### src/sv/srk_pkg.sv
// Shared constants, types and helpers of the symmetric rank-k update block.
// Used by srk_mul and symmetric_rank_k_update_top; depends on nothing else.
`default_nettype none
package srk_pkg;

	localparam int MAX_N  = 8;
	localparam int MAX_K  = 8;
	localparam int IDX_W  = 3;               // row and column index width
	localparam int ADDR_W = 2 * IDX_W;       // store address {row, col}
	localparam int DEPTH  = 1 << ADDR_W;
	localparam int CNT_W  = 4;               // holds 0..MAX_N and 0..MAX_K
	localparam int A_W    = 16;              // Q8.8
	localparam int C_W    = 32;              // Q16.16
	localparam int DOT_W  = 36;              // sum of MAX_K Q16.16 products
	localparam int PROD_W = DOT_W + A_W;     // shared multiplier result
	localparam int RND_SH = 8;               // Q24.24 to Q16.16

	localparam logic [1:0] OP_LOAD_A  = 2'd0;
	localparam logic [1:0] OP_LOAD_C  = 2'd1;
	localparam logic [1:0] OP_COMPUTE = 2'd2;

	localparam logic [2:0] REG_UPPER = 3'd0;
	localparam logic [2:0] REG_TRANS = 3'd1;
	localparam logic [2:0] REG_ORDER = 3'd2;
	localparam logic [2:0] REG_INNER = 3'd3;
	localparam logic [2:0] REG_ALPHA = 3'd4;
	localparam logic [2:0] REG_BETA  = 3'd5;

	typedef logic [1:0] mul_sel_t;
	localparam mul_sel_t SEL_AA    = 2'd0;
	localparam mul_sel_t SEL_ALPHA = 2'd1;
	localparam mul_sel_t SEL_BETA  = 2'd2;

	// Shift a pre-rounded Q24.24 sum down to Q16.16 and saturate to 32 bits.
	function automatic logic [C_W-1:0] round_sat(input logic [PROD_W-1:0] t);
		logic [PROD_W-1:0] q;
		logic [C_W-1:0]    r;
		q = PROD_W'($signed(t) >>> RND_SH);
		if (!q[PROD_W-1] && (|q[PROD_W-2:C_W-1])) begin
			r = {1'b0, {(C_W-1){1'b1}}};
		end else if (q[PROD_W-1] && !(&q[PROD_W-2:C_W-1])) begin
			r = {1'b1, {(C_W-1){1'b0}}};
		end else begin
			r = q[C_W-1:0];
		end
		return r;
	endfunction

endpackage
`default_nettype wire

### src/sv/srk_mul.sv
// Shared signed multiplier with its operand select and output register.
// Depends on srk_pkg for widths and select codes.
`default_nettype none
module srk_mul (
	input  wire logic                      clk,
	input  wire srk_pkg::mul_sel_t         sel,
	input  wire logic [srk_pkg::A_W-1:0]   a_row,
	input  wire logic [srk_pkg::A_W-1:0]   a_col,
	input  wire logic [srk_pkg::DOT_W-1:0] dot,
	input  wire logic [srk_pkg::C_W-1:0]   c_old,
	input  wire logic [srk_pkg::A_W-1:0]   alpha,
	input  wire logic [srk_pkg::A_W-1:0]   beta,
	output logic      [srk_pkg::PROD_W-1:0] prod_q
);
	import srk_pkg::*;

	logic signed [DOT_W-1:0] op_a;
	logic signed [A_W-1:0]   op_b;

	always_comb begin
		case (sel)
			SEL_AA: begin
				op_a = {{(DOT_W-A_W){a_row[A_W-1]}}, a_row};
				op_b = a_col;
			end
			SEL_ALPHA: begin
				op_a = dot;
				op_b = alpha;
			end
			SEL_BETA: begin
				op_a = {{(DOT_W-C_W){c_old[C_W-1]}}, c_old};
				op_b = beta;
			end
			default: begin
				op_a = '0;
				op_b = '0;
			end
		endcase
	end

	always_ff @(posedge clk) begin
		prod_q <= PROD_W'(op_a * op_b);
	end

endmodule
`default_nettype wire

### config.mk
export PLATFORM = sky130hd
export DESIGN_NAME = srk_mul
export DESIGN_NICKNAME = d
export VERILOG_FILES = /design/src/sv/srk_pkg.sv /design/src/sv/srk_mul.sv
export SDC_FILE = /design/constraint.sdc
export NUM_CORES = 2
export LEC_CHECK = 0
export ABC_AREA = 0
export BUFFER_PORTS_ARGS = -buffer_cell sky130_fd_sc_hd__buf_2
export CAP_MARGIN = 20
export CORE_MARGIN = 2
export CORE_UTILIZATION = 25
export CTS_CLUSTER_DIAMETER = 100
export CTS_CLUSTER_SIZE = 40
export DETAILED_ROUTE_END_ITERATION = 10
export PLACE_DENSITY = 0.39
export SYNTH_ARGS = -nofsm -noshare
export SYNTH_HDL_FRONTEND = slang
export SYNTH_SLANG_ARGS = --single-unit
### constraint.sdc
create_clock -name clk -period 12 [get_ports clk]
set_input_delay 3 -clock clk [delete_from_list [all_inputs] [get_ports clk]]
set_output_delay 3 -clock clk [all_outputs]
set_load 0.02 [all_outputs]
# After elaboration in Yosys (flattened, before gate mapping)
# Index checks and enable logic that the tools add are counted.
# word_totals
inputBits	135
ff_bits	52
out_inout_bits	52
wordCells	7
# classes
n_mux	2
multipliers	1
n_eq_ne	2
reduce_logical	1
# ops
operator	count
one-hot mux 36 bit (3 select lines)	1
multiplier 36 x 16 -> 52 bit	1
one-hot mux 16 bit (3 select lines)	1
equality test 2 x 1 -> 1 bit (second input constant)	1
equality test 2 bit (second input constant)	1
zero test 2 bit	1

# Logic depth before layout (Yosys ltp)
# depth
depth_word	3
depth_mapped	31
ltp_nobuf	28

# Worst setup path before layout
# Ideal clock, no wire load.
# synth_path
path_kind	input to register
startpoint	input sel[1]
endpoint	register prod_q[48] (netlist name)
n_path_buf	4
required_time_ps	11868
path_stages	26
arrival_ps	9736
setup_ps	132
setup_slack_ps	2132
cell_sequence	clkbuf_1 -> clkbuf_1 -> buf_2 -> nor2_1 -> a21oi_1 -> clkbuf_1 -> nor2_1 -> fa_1 -> inv_1 -> fa_1 -> fa_1 -> inv_1 -> fa_1 -> fa_1 -> inv_1 -> fa_1 -> inv_1 -> ha_1 -> a21oi_1 -> inv_1 -> or4_1 -> o22a_2 -> o31ai_2 -> nor2b_4 -> o41ai_2 -> xor2_1
# synth_between
elab_chain_len	3
elab_cells_between_ends	6
classes_between	1 x mul; 2 x eq/ne; 2 x mux; 1 x reduce/logical
# synth_lines
item	line	text
start, declared	srk_mul.sv:6	input wire srk_pkg::mul_sel_t sel,
equality test 2 bit (tied with other cells)	srk_mul.sv:21	case (sel)
one-hot mux 36 bit (3 select lines) or one-hot mux 16 bit (3 select lines) (tied branches)	srk_mul.sv:21	
multiplier 36 x 16 -> 52 bit (*)	srk_mul.sv:42	prod_q <= PROD_W'(op_a * op_b);
end signal, assigned	srk_mul.sv:42	
end, declared	srk_mul.sv:13	output logic [srk_pkg::PROD_W-1:0] prod_q
# Mark *: on every way between the ends. The rest lies on a longest branch, timed or not.

# Worst setup path in the final report
# layout_path
startpoint	input sel[0]
endpoint	register prod_q[51] (netlist name)
# Same word-level chain as after synthesis.

==> impl_metrics.env <==
export IMPL_cts_root_buf="clkbuf_16"
export IMPL_setup_viol=0
export IMPL_ys_ff_latch=52
export IMPL_antenna_found_initial=2
export IMPL_numCtsBuffers=5
export IMPL_max_cap_violations=0
export IMPL_fillers=9496
export IMPL_yosysWarnings=0
export IMPL_fp_dieW_um=300
export IMPL_dp_hpwl_um=73300
export IMPL_htree_num_levels=2
export IMPL_path_max_fanout=50
export IMPL_avgViaCountPerCell=4.56
export IMPL_end_kind="flop"
export IMPL_post_route_period_util=0.930
export IMPL_mostFrequentLayoutCells="inv_1 (637), fa_1 (542), nor2_1 (352), nand2_1 (316), buf_2 (184)"
export IMPL_cts_sinks=52
export IMPL_fmax_ghz=0.0897
export IMPL_grt_pass1_wl_um=129000
export IMPL_clk_pin_slew_worst_paths_ns=0.08
export IMPL_worstMarginPinSlew_ns=1.12
export IMPL_min_delay_path_class="input port to flop"
export IMPL_crit_family="adder cells"
export IMPL_holdWs_ns=3.08
export IMPL_gp_congestion=0.928
export IMPL_avgSynthCellArea_um2=8.48
export IMPL_grt_pass1_vias=19900
export IMPL_grt_usage=0.195
export IMPL_syn2layout_area_growth_pct=13.1
export IMPL_critPathKind="input port to flop"
export IMPL_firstDrtPassIters=5
export IMPL_worstPathArrival_ns=11.44
export IMPL_die_area_um2=89900
export IMPL_required_ns=12.29
export IMPL_syn_nets=3379
export IMPL_cpMaxStageDelayCell="a21oi_1"
export IMPL_hold_buffers=0
export IMPL_regArea_um2=1040
export IMPL_synth_ff_type="dfxtp_1"
export IMPL_routedWlPerCell_um=21.8
export IMPL_drt_wl_total_um=85200
export IMPL_synthArstFlopShare=0
export IMPL_cts_resized_gates=0
export IMPL_setup_tns_ns=0
export IMPL_fin_ws_ns=0.846
export IMPL_die_y_um=300
export IMPL_drv_slew=0
export IMPL_grt_overflow=0
export IMPL_min_period_ns=11.15
export IMPL_drt_iter0_markers=955
export IMPL_grt_setup_unrepaired="false"
export IMPL_crit_buf_inv=7
export IMPL_cpMostUsedCell="fa_1"
export IMPL_regMostFlops="prod_q"
export IMPL_syn_cell_area_um2=21900
export IMPL_max_clock_path_buffers=2
export IMPL_ys_seq_area_frac=0.0476
export IMPL_finalHoldViolCount=0
export IMPL_port_buffers=186
export IMPL_initial_core_util=0.252
export IMPL_reg_top3="prod_q: 52 flops"
export IMPL_drive_above_1_share=0.107
export IMPL_coreArea_um2=86800
export IMPL_multiInputGateArea_um2=18100
export IMPL_ant_nets=0
export IMPL_final_common_cell="inv_1"
export IMPL_slew_headroom=0.255
export IMPL_final_util=0.285
export IMPL_grt_max_degree=67
export IMPL_cts_tree="done"
export IMPL_synth_edf_count=0
export IMPL_largest_reg_flops=52
export IMPL_dp_slack_ns=0.460
export IMPL_run_status="finished, final reports clean"
export IMPL_drc=0
export IMPL_rows=108
export IMPL_nets=3553
export IMPL_slowest_delay_ns=0.75
export IMPL_diodes=0
export IMPL_io_pins=187
export IMPL_start_kind="input port"
export IMPL_post_cts_setup_buffers=0
export IMPL_vias=17800
export IMPL_synth_cell_type_count=56
export IMPL_synthCells=2580
## cells in the mapped netlist (3+ instances only)
| library cell | instances | area (um2) |
|---|---|---|
| inv_1 | 637 | 2390 |
| dfxtp_1 | 52 | 1040 |
| a31o_2 | 3 | 26.3 |
| mux2i_1 | 35 | 350 |
| fa_1 | 542 | 10900 |
| xnor2_1 | 34 | 298 |
| o21ai_0 | 29 | 145 |
| a21oi_1 | 120 | 601 |
| o21ai_1 | 21 | 105 |
| o21bai_1 | 9 | 67.6 |
| nand2_1 | 316 | 1190 |
| nand2b_1 | 17 | 106 |
| ha_1 | 122 | 1530 |
| nor3_1 | 5 | 25.0 |
| clkbuf_1 | 86 | 323 |
| buf_2 | 6 | 30.0 |
| xor2_1 | 20 | 175 |
| a21o_1 | 58 | 435 |
| buf_1 | 3 | 11.3 |
| nor2b_1 | 9 | 56.3 |
| a211oi_1 | 9 | 67.6 |
| and3_1 | 7 | 43.8 |
| nor2_1 | 352 | 1320 |
| nand3_1 | 9 | 45.0 |
| and2_1 | 15 | 93.8 |
| a21boi_1 | 3 | 22.5 |
| o21a_1 | 15 | 113 |
| nand4_1 | 10 | 62.6 |
| a31oi_1 | 3 | 18.8 |
## through the flow
stage | instance area, um2 | cells
2_1_floorplan | 21900 | 2580
3_3_place_gp | 24600 | 3901
3_5_place_dp | 24600 | 3902
4_1_cts | 24700 | 3910
5_1_grt | 24700 | 3910
6_report | 24700 | 3910
## worst paths after layout
check / from / endpoint / slack, ns / depth (start not counted)
max: sel[0] / prod_q[51] / 0.85 / 27
min: beta[0] / prod_q[0] / 3.08 / 3
## tightest hold or removal path: cells and delay by family
kind | cells | cell delay (ns)
AO/OA/AOI/OAI | 1 | 0.19
AND/OR/NAND/NOR | 1 | 0.11
buffers and inverters | 1 | 0.10
## layout make-up
type / instances / area share
repair buffers: 262 / 0.0624
multi-input cells: 1796 / 0.734
flip-flops and latches: 52 / 0.0421
clock buffers: 6 / 0.00521
clock inverters: 2 / 0.00142
inverters: 637 / 0.0967
well taps: 1155 / 0.0584
## layer usage
metal  track usage  wire, um  vias up
met4        0.0404      1580        0
met1         0.272     38800     9255
li1              -         -     7941
met3        0.0290      5090       71
met5             0         0        -
met2         0.322     39600      572
## logic make-up after synthesis
family / synth area share
XOR/XNOR: 0.0216
buffers and inverters: 0.126
flip-flops: 0.0476
AND/OR/NAND/NOR: 0.139
adder cells (fa/ha/maj): 0.566
AO/OA/AOI/OAI: 0.0843
multiplexers: 0.0160
Power is left out: the tool's default activity adds up to more than one toggle a clock period on the data nets, which glitch-free logic cannot reach.
